$ cat config.mk
export PLATFORM = sky130hd
export DESIGN_NAME = ioc_ctrl
export DESIGN_NICKNAME = d
export VERILOG_FILES = /design/src/hdl/ioc_pkg.sv /design/src/hdl/ioc_ctrl.sv
export SDC_FILE = /design/constraint.sdc
export NUM_CORES = 1
export LEC_CHECK = 0
export BUFFER_PORTS_ARGS = -buffer_cell sky130_fd_sc_hd__buf_2
export CORE_UTILIZATION = 49
export DETAILED_ROUTE_END_ITERATION = 8
export GPL_TIMING_DRIVEN = 1
export PLACE_DENSITY = 0.87
export SYNTH_ARGS = -nofsm -noshare
export SYNTH_HDL_FRONTEND = slang
export SYNTH_SLANG_ARGS = --single-unit
export TNS_END_PERCENT = 30
$ cat constraint.sdc
create_clock -name clk_i -period 1.7 [get_ports clk_i]
set_input_delay 0.34 -clock clk_i [delete_from_list [all_inputs] [get_ports clk_i]]
set_output_delay 0.34 -clock clk_i [all_outputs]
set_load 0.005 [all_outputs]
$ cat src/hdl/ioc_pkg.sv
`timescale 1ns / 1ps
// ----------------------------------------------------------------------------
// ioc_pkg
// shared types and constants for the interval overlap classifier
// ----------------------------------------------------------------------------
package ioc_pkg;

  localparam int unsigned TableDepthDefault = 65536;
  localparam logic [15:0] BackWindowReset   = 16'd2048;
  localparam int unsigned ScafW  = 32;
  localparam int unsigned CoordW = 31;
  localparam int unsigned CntW   = 17;
  localparam int unsigned TotW   = 32;

  typedef enum logic {
    CMD_LOAD  = 1'b0,
    CMD_QUERY = 1'b1
  } cmd_e;

  localparam logic [0:0] RegBackWindow = 1'b0;

  typedef struct packed {
    logic [ScafW-1:0]  scaffold_id;
    logic [CoordW-1:0] interval_begin;
    logic [CoordW-1:0] interval_end;
  } ival_t;

  typedef struct packed {
    logic [CntW-1:0] count_complete;
    logic [CntW-1:0] count_right;
    logic [CntW-1:0] count_left;
    logic [CntW-1:0] count_contained;
    logic            no_overlap;
    logic [TotW-1:0] total_complete;
    logic [TotW-1:0] total_right;
    logic [TotW-1:0] total_left;
    logic [TotW-1:0] total_contained;
    logic [TotW-1:0] queries_without_overlap;
  } res_t;

  // walk operations issued by the controller
  typedef enum logic [2:0] {
    OP_NONE   = 3'd0,
    OP_LOAD   = 3'd1,
    OP_START  = 3'd2,
    OP_READ   = 3'd3,
    OP_DEC    = 3'd4,
    OP_INC    = 3'd5,
    OP_COUNT  = 3'd6,
    OP_FINISH = 3'd7
  } op_e;

  typedef struct packed {
    op_e op;
  } cmd_t;

  typedef struct packed {
    logic empty;      // frag_count zero
    logic at_first;   // pointer at entry 0
    logic at_last;    // pointer at n-1
    logic at_end;     // pointer at n
    logic scf_gt;
    logic scf_lt;
    logic scf_eq;
    logic back_hit;   // end + window > query begin
    logic in_range;   // begin <= query end
  } stat_t;

endpackage

$ cat src/hdl/ioc_ctrl.sv
`timescale 1ns / 1ps
// ----------------------------------------------------------------------------
// ioc_ctrl
// sequencer of the table walk for one query
// ----------------------------------------------------------------------------
module ioc_ctrl (
  input  logic           clk_i,
  input  logic           rst_ni,
  input  logic           in_valid_i,
  input  logic           in_cmd_i,
  output logic           in_ready_o,
  output logic           out_valid_o,
  input  logic           out_ready_i,
  input  ioc_pkg::stat_t stat_i,
  output ioc_pkg::cmd_t  cmd_o
);

  typedef enum logic [8:0] {
    S_IDLE  = 9'b000000001,
    S_RD    = 9'b000000010,  // issue read at pointer, phase in ph_q
    S_BACK  = 9'b000000100,
    S_FWD   = 9'b000001000,
    S_BWIN  = 9'b000010000,
    S_SKIP  = 9'b000100000,
    S_SCAN  = 9'b001000000,
    S_FIN   = 9'b010000000,
    S_OUT   = 9'b100000000
  } state_e;

  state_e state_q, state_d;
  state_e ph_q, ph_d;   // phase that evaluates the next read

  always_comb begin
    state_d = state_q;
    ph_d = ph_q;
    cmd_o.op = ioc_pkg::OP_NONE;
    in_ready_o = 1'b0;
    out_valid_o = 1'b0;
    case (state_q)
      S_IDLE: begin
        in_ready_o = 1'b1;
        if (in_valid_i) begin
          if (in_cmd_i == ioc_pkg::CMD_LOAD) begin
            cmd_o.op = ioc_pkg::OP_LOAD;
          end else begin
            cmd_o.op = ioc_pkg::OP_START;
            state_d = S_RD;
            ph_d = S_BACK;
          end
        end
      end
      S_RD: begin
        if (stat_i.empty) begin
          state_d = S_FIN;
        end else if ((ph_q == S_SKIP || ph_q == S_SCAN) && stat_i.at_end) begin
          state_d = S_FIN;
        end else begin
          cmd_o.op = ioc_pkg::OP_READ;
          state_d = ph_q;
        end
      end
      S_BACK: begin
        if (!stat_i.at_first && stat_i.scf_gt) begin
          cmd_o.op = ioc_pkg::OP_DEC;
          state_d = S_RD;
        end else begin
          state_d = S_FWD;
        end
      end
      S_FWD: begin
        if (!stat_i.at_last && stat_i.scf_lt) begin
          cmd_o.op = ioc_pkg::OP_INC;
          state_d = S_RD;
          ph_d = S_FWD;
        end else begin
          state_d = S_BWIN;
        end
      end
      S_BWIN: begin
        if (!stat_i.at_first && stat_i.scf_eq && stat_i.back_hit) begin
          cmd_o.op = ioc_pkg::OP_DEC;
          state_d = S_RD;
          ph_d = S_BWIN;
        end else begin
          state_d = S_SKIP;
        end
      end
      S_SKIP: begin
        if (stat_i.scf_lt) begin
          cmd_o.op = ioc_pkg::OP_INC;
          state_d = S_RD;
          ph_d = S_SKIP;
        end else begin
          state_d = S_SCAN;
        end
      end
      S_SCAN: begin
        if (stat_i.scf_eq && stat_i.in_range) begin
          cmd_o.op = ioc_pkg::OP_COUNT;
          state_d = S_RD;
          ph_d = S_SCAN;
        end else begin
          state_d = S_FIN;
        end
      end
      S_FIN: begin
        cmd_o.op = ioc_pkg::OP_FINISH;
        state_d = S_OUT;
      end
      S_OUT: begin
        out_valid_o = 1'b1;
        if (out_ready_i) state_d = S_IDLE;
      end
      default: state_d = S_IDLE;
    endcase
  end

  always_ff @(posedge clk_i or negedge rst_ni) begin
    if (!rst_ni) begin
      state_q <= S_IDLE;
      ph_q <= S_BACK;
    end else begin
      state_q <= state_d;
      ph_q <= ph_d;
    end
  end

  assert property (@(posedge clk_i) disable iff (!rst_ni) $onehot(state_q))
    else $error("state not one-hot");
  assert property (@(posedge clk_i) disable iff (!rst_ni)
    out_valid_o && !out_ready_i |=> out_valid_o)
    else $error("result dropped");
  assert property (@(posedge clk_i) disable iff (!rst_ni)
    state_q == S_FIN |=> state_q == S_OUT)
    else $error("finish not followed by result");

endmodule

* Word level (Yosys, flattened, before mapping)
Cells that the tools add are included.
Word-level totals: flip-flop bits (word level) 18, bits in latches 0, RAM bits 0, ROM bits 0, output and inout port bits 5, logic and storage cells 62, memories kept 0
Cells by class: add/sub/neg operators 0, multipliers 0, div/mod/pow operators 0, order comparisons 0, eq/ne operators 18, shift operators 0, multiplexer cells 30, bitwise operators 0, reductions and logical operators 12
Operators with widths (number):
- 9-bit 2-to-1 mux | 11
- 9-bit case mux with 9 select lines | 1
- 9-bit case mux with 5 select lines | 1
- 3-bit case mux with 8 select lines | 1
- 9-bit by 6-bit equality test with 1-bit output (second input constant) | 2
- 9-bit by 7-bit equality test with 1-bit output (second input constant) | 2
- 3-bit 2-to-1 mux | 5
- 2-bit != test (second input constant) | 7
- 9-bit by 1-bit equality test with 1-bit output (second input constant) | 1
- 9-bit by 2-bit equality test with 1-bit output (second input constant) | 1
- 9-bit by 3-bit equality test with 1-bit output (second input constant) | 1
- 9-bit by 4-bit equality test with 1-bit output (second input constant) | 1
- 9-bit by 5-bit equality test with 1-bit output (second input constant) | 1
- 9-bit by 8-bit equality test with 1-bit output (second input constant) | 1
- 9-bit equality test (second input constant) | 1
- 2-bit 2-to-1 mux | 4
- 8-bit 2-to-1 mux | 1
- 7-bit 2-to-1 mux | 1
- 7-bit AND reduction | 1
- 1-bit logical AND | 6
- 6-bit 2-to-1 mux | 1
- 5-bit 2-to-1 mux | 1
- 5-bit nonzero test | 1
- 4-bit 2-to-1 mux | 1
- other kinds (4) | 6

* Depth between registers and ports, before layout
Gate-level depths: netlist of the first run.
depth after elaboration 6, mapped depth 7

* Worst setup path after synthesis of the first run
OpenSTA, ideal clock, no wires.
path kind reg2out, start point register state_q[5], end point output port cmd_o[0] in the netlist's numbering, arrival time 1475 ps, data required time 1360 ps, path slack -115 ps, stages on the path, launching flop included 7, path buffers 1, cell sequence dfrtp_1 -> buf_4 -> nor4_2 -> nand4b_1 -> a211oi_2 -> nor3_1 -> o21ai_1
RTL lines:
- start: declaration | RTL line ioc_ctrl.sv:30 | state_e state_q, state_d;
- start signal: assignment | RTL line ioc_ctrl.sv:123 | state_q <= state_d;
- end: declaration | RTL line ioc_ctrl.sv:15 | output ioc_pkg::cmd_t cmd_o

==> key figures, run 1 <==
Setup path
  – Max stage delay cell, worst path: dfstp_2
  – Crit-path max FO: 6
  – R2R Path End: ph_q[3]
  – Cells along the critical path: buf_6, nor2b_1, nand3_1, clkinv_2, a311oi_1, o21ai_1, buf_2
  – Setup CP Type: flop to primary output
  – Worst r2r src: state_q[4]
  – CP Data Arrival Time: 1.99 ns
  – Critical Path RT: 1.36 ns
  – Setup crit end: cmd_o[1]
  – R2R setup slack: -0.37 ns
  – Slowest cell delay on critical path: 0.43 ns
  – Worst setup path start: state_q[0]
  – CP startpoint kind: flop
  – Worst Setup End Kind: primary output
  – Path depth of the worst reg2reg path: 7

Logic synthesis
  – Flops & latches, synth: 14
  – Primary FF master, synth: dfrtp_1
  – Largest cells by area after synthesis: dfrtp_1 (29%), dfstp_2 (5.2%), nand2_1 (3.7%)
  – Post-synth top area share: 29.4%
  – Seq/Total Area, Yosys: 34.6%
  – Synth Instances: 107
  – Yosys cell types: 48
  – Most common cell in the netlist: dfrtp_1
  – Post-synth EDFFs: 0
  – Synth warn: 0
  – Mapped cell area: 1020 sq um
  – Yosys top cell by area: dfrtp_1
  – Mean area per synthesized cell: 9.53 sq um
  – Post-Syn Nets: 121
  – Ys async rst share: 100%
  – Most frequent cells after synthesis: dfrtp_1 (12), nand2_1 (10), nand4_1 (6)

Layout
  – N_diodes: 0
  – Final #Nets: 193
  – Layout cells sized above 1: 61.8%
  – Final core occ: 87.7%
  – Finished Layout Cells: 205
  – Filler cells: 95
  – P&R area growth vs syn: 68.7%

Floorplanning
  – Core area: 1960 sq um
  – Chip Width: 47.6 microns
  – Die ar.: 2270 sq um
  – Top Ports: 19
  – DIE HEIGHT: 47.6 microns
  – Initial Util: 52.0%
  – FP Rows: 16

Drt
  – Final ANT Viol Nets: 0
  – 1st-iter DRT viols: 95
  – Post-route DRC violation count: 0
  – Vias: 1366
  – Routed len/inst: 23.3 microns
  – Vias/cell: 6.66
  – Drt first pass iters: 5
  – Final wirelength: 4770 microns

STA
  – Final Max Slew Viols: 0
  – Final setup violation count: 15
  – F_max: 430 MHz
  – Fin crit period: 2.33 ns
  – Least-Margin Pin Slew: 0.377 ns
  – Final worst setup slack: -0.626 ns
  – Setup TNS: -4.08 ns
  – Max transition margin: 74.7%
  – Period utilization: 137%
  – Skew final: 0.000523 ns
  – RSZ-0062 raised after global routing: true
  – Hold WS: 0.236 ns
  – Final Hold Fails: 0

Global route
  – First-pass GRT wire length: 6330 microns
  – GRT Util Overall: 41.6%
  – Largest net degree at the start of global routing: 15
  – Congestion Overflow GR: 0
  – Initial antenna violation count: 0
  – Vias in the first global route: 1294

Placed design
  – PortBufs: 18
  – Post-DP HPWL: 2500 microns
  – Placed Cells incl. Taps: 191
  – Routability cong.: 0.900

Power
  – Total power: 1.66 mW
  – Leakage: 0.819 nW
  – Power per cell area: 968 nW/um^2
  – Maximum VDD drop: 858 uV

Worst hold path
  – Min-Delay Path Class: input port to flop
  – Worst Hold Launch: out_ready_i

Clock tree
  – TritonCTS buffer count: 3
  – Clock-pin slew on the worst setup and hold paths: 0.10 ns
  – Worst-Skew Late Latency: 0.30 ns
  – Clock root buffer: clkbuf_4
  – CTS sink cnt: 14
  – H-Tree Depth: 1
  – CTS Buffer Depth: 2
  – CTS tree: yes

Outcome
  – Status: finished with violations
  – Failing checks: negative setup slack

Job
  – Max-Cap Viols: 0
-- critical path, delay by kind of cell, from the launching register on --
kind            cells  cell delay, ns
compound gates      2            0.54
buf+inv             3            0.46
flops               1            0.43
simple gates        2            0.26
-- per-layer routing --
| layer | wire length, microns | GRT usage (%) | vias to the layer above | share of wire [%] |
|---|---|---|---|---|
| met1 | 1770 | 52.8 | 658 | 37 |
| met3 | 453 | 7.92 | 37 | 9.5 |
| li1 | - | - | 550 | - |
| met5 | 0 | 0 | - | 0 |
| met2 | 2190 | 65.8 | 121 | 46 |
| met4 | 355 | 24.4 | 0 | 7.4 |
-- flip-flops by register name, indices dropped and copies added (netlist names) --
signal   count
ph_q         5
state_q      9
-- worst min-delay path by stage --
stage | cells past startpoint | slack, ns | endpoint
finish | 2 | 0.24 | state_q[8]
CTS | 2 | 0.25 | state_q[8]
floorplan | 0 | 0.04 | ph_q[3]
detailed placement | 1 | 0.25 | state_q[6]
global placement | 1 | 0.25 | state_q[6]
global route | 2 | 0.24 | state_q[8]
-- power breakdown --
| part | switching (mW) | internal [mW] | leakage [nW] |
|---|---|---|---|
| sequential | 0.0517 | 0.371 | 0.181 |
| clock | 0.132 | 0.131 | 0.0210 |
| combinational | 0.487 | 0.492 | 0.617 |
| total | 0.671 | 0.994 | 0.819 |
-- area by class of cell --
type	count	area [sq um]	area share, %
Tap cell	27	33.8	1.96
Sequential cell	14	358	20.8
Clock buffer	4	36.3	2.11
Inverter	4	16.3	0.945
Timing Repair Buffer	71	527	30.6
Multi-Input combinational cell	85	749	43.6
-- layout by cell type (no fill, tap or decap), drive strengths merged, types with 2 or more instances in the layout --
master  netlist  routed
o21ai         7       7
nand2        11      11
a21oi         5       5
nor2b         4       4
nand3         3       3
nor3          3       3
dfrtp        12      12
nand2b        5       5
xor2          3       3
and2          2       2
inv           3       3
nor2          5       5
buf           4      70
clkbuf        0       4
nor4          5       5
dfstp         2       2
nand4         6       6
nor4b         3       3
nand4b        2       2
a211oi        2       2
a32o          2       2
nor3b         2       2
-- kinds of logic (layout without fill, tap and decap cells) --
family,count (synthesis),in the layout,synth area share (%)
flip-flops,14,14,34.6
AND/OR/NAND/NOR,53,53,34.5
XOR/XNOR,3,3,2.58
multiplexers,1,1,1.47
AO/OA/AOI/OAI,28,28,22.2
buffers and inverters,8,79,4.66
-- metrics by stage --
stage | worst slack, ns | instance area, sq um
2_1_floorplan | -0.0441 | 1030
3_3_place_gp | -0.225 | 1440
3_5_place_dp | -0.219 | 1440
4_1_cts | -0.492 | 1650
5_1_grt | -0.659 | 1720
6_report | -0.626 | 1720
-- timing repair --
item | in CTS | in global routing
hold buffers | 1 | 0
resized for setup | 29 | 8
pin swaps | 8 | 7
hold endpoints to repair | 12 | 0
setup endpoints to repair | 12 | 16
setup buffers | 5 | 4
No activity file was read; power rests on OpenSTA's default activity.
==> run 2: changes to the inputs <==
Settings changed: CTS_BUF_LIST set to sky130_fd_sc_hd__clkbuf_16.
==> run 2 against run 1 <==
  * Power is 12% higher
  * Clock skew is 0.0013 ns higher
  * Flip-flop and latch count stayed put
  * Combinational power is 0.4% lower
  * Non-clock buffer count stayed put
  * Die area stayed put
  * Critical endpoint is now cmd_o[0]
  * Final cell count stayed put
  * Largest cell class unchanged
  * The run still ends with negative setup slack left
  * Register-to-register slack better by 0.09 ns
  * Setup slack worse by 0.018 ns
==> key figures, run 2 (same netlist as run 1, synthesis figures left out) <==
Outcome
  – Status: finished with violations
  – Failing checks: negative setup slack

Worst hold path
  – WHS Endpoint: state_q[8]
  – Worst Hold Launch: out_ready_i
  – Min-Delay Path Class: input port to flop
  – Hold Path Stages: 2

Placed design
  – Routability cong.: 0.900
  – Pre-CTS setup slack: -0.219 ns
  – Post-DP HPWL: 2500 microns
  – Placed instance area: 1440 sq um
  – PortBufs: 18

STA
  – Final worst setup slack: -0.645 ns
  – Skew final: 0.00186 ns
  – Hold WS: 0.303 ns
  – Period utilization: 138%
  – Setup TNS: -4.04 ns
  – Final Hold Fails: 0
  – F_max: 426 MHz
  – Max transition margin: 73.8%
  – Final Max Slew Viols: 0
  – Least-Margin Pin Slew: 0.391 ns
  – Fin crit period: 2.34 ns
  – Final setup violation count: 15
  – RSZ-0062 raised after global routing: true

Drt
  – Drt first pass iters: 5
  – Vias/cell: 6.61
  – Vias: 1356
  – Final ANT Viol Nets: 0
  – Routed len/inst: 22.6 microns
  – Post-route DRC violation count: 0
  – 1st-iter DRT viols: 124
  – Final wirelength: 4640 microns

Layout
  – Most frequent cells in the layout: buf_4 (48), buf_2 (18), nand2_1 (9)
  – N_diodes: 0
  – Final #Nets: 193
  – Top Registers: state_q: 9 flops, ph_q: 5 flops
  – Final Instance Area: 1730 sq um
  – Largest Register: state_q
  – P&R area growth vs syn: 69.2%
  – Layout cells sized above 1: 59.6%
  – Most common cell after layout, fill and taps aside: buf_4
  – Max reg flops: 9
  – Filler cells: 91

Clock tree
  – CTS tree: yes
  – Clock-pin slew on the worst setup and hold paths: 0.05 ns
  – TritonCTS buffer count: 3
  – H-Tree Depth: 1
  – CTS sink cnt: 14
  – Worst-Skew Late Latency: 0.25 ns
  – Clock root buffer: clkbuf_16
  – CTS Buffer Depth: 2

Global route
  – Congestion Overflow GR: 0
  – Largest net degree at the start of global routing: 15
  – Initial antenna violation count: 0
  – GRT Util Overall: 42.1%
  – Vias in the first global route: 1209
  – First-pass GRT wire length: 6260 microns

Power
  – Switching portion of total power: 37.3%
  – Power per cell area: 1080 nW/um^2
  – P_sw: 0.695 mW
  – Clock share of power: 24.5%
  – Int Pwr: 1.17 mW
  – Comb pwr share: 52.4%
  – Leakage: 0.822 nW
  – Total power: 1.86 mW
  – Seq pwr share: 23.2%
  – Maximum VDD drop: 1060 uV

Floorplanning
  – Chip Width: 47.6 microns
  – Top Ports: 19
  – Initial Util: 52.0%
  – DIE HEIGHT: 47.6 microns
  – Die ar.: 2270 sq um
  – FP Rows: 16
  – Core area: 1960 sq um

Setup path
  – Cells along the critical path: nor3_4, nand4b_1, a211oi_4, nor3_1, o21ai_1, buf_2
  – Crit-path max FO: 4
  – Slowest cell delay on critical path: 0.46 ns
  – Max stage delay cell, worst path: dfrtp_2
  – Path depth of the worst reg2reg path: 7
  – R2R Path End: ph_q[3]
  – Worst r2r src: state_q[4]
  – Worst Setup End Kind: primary output
  – CP startpoint kind: flop
  – Critical Path RT: 1.36 ns
  – Top delay family on crit path: simple AND/OR/NAND/NOR gates
  – R2R setup slack: -0.28 ns
  – Critical path buffer and inverter count: 1
  – Setup CP Type: flop to primary output
  – CP Data Arrival Time: 2.00 ns

Job
  – Max-Cap Viols: 0
## run 2: timing repair
| item | 4_1_cts | 5_1_grt |
|---|---|---|
| pin swaps | 9 | 7 |
| setup buffers | 5 | 4 |
| endpoints found under the hold margin | 11 | 0 |
| hold buffers | 1 | 0 |
| gates cloned | 0 | 0 |
| setup endpoints to repair | 12 | 15 |
| resized for setup | 21 | 8 |
## run 2: worst max-delay path by stage
stage               endpoint  startpoint  depth (start not counted)  slack (ns)
detailed placement  cmd_o[1]  state_q[5]                          6       -0.22
floorplan           cmd_o[0]  state_q[5]                          6       -0.04
global route        cmd_o[0]  state_q[4]                          6       -0.83
CTS                 cmd_o[0]  state_q[5]                          6       -0.53
global placement    cmd_o[1]  state_q[4]                          6       -0.22
finish              cmd_o[0]  state_q[2]                          6       -0.64
## run 2: power by group through the flow
stage,Clock [mW],Combinational [mW],Sequential (mW)
after floorplan,0,0.377,0.418
after global placement,0,0.719,0.412
after detailed placement,0,0.750,0.415
after CTS,0.452,0.864,0.418
after global routing,0.472,1.02,0.432
final,0.455,0.976,0.431
## run 2: final cells by class
cell class              count  area, sq um  share of cell area, %
inverters                   4         16.3                  0.943
flip-flops and latches     14          358                   20.7
well taps                  27         33.8                   1.96
clock buffers               3         75.1                   4.35
clock inverters             1         3.75                  0.218
multi-input cells          85          733                   42.5
repair buffers             71          505                   29.3
## run 2: metal layers
layer / GRT usage, % / vias to the layer above / wire [microns]
li1: - / 552 / -
met1: 52.0 / 620 / 1570
met2: 68.5 / 131 / 2220
met3: 10.9 / 53 / 511
met4: 20.0 / 0 / 340
met5: 0 / - / 0
## run 2: per-stage QoR
step,utilization (%),cells
2_1_floorplan,-,107
4_1_cts,84.3,201
6_report,87.9,205
3_5_place_dp,73.6,191
5_1_grt,87.9,205
3_3_place_gp,73.6,191
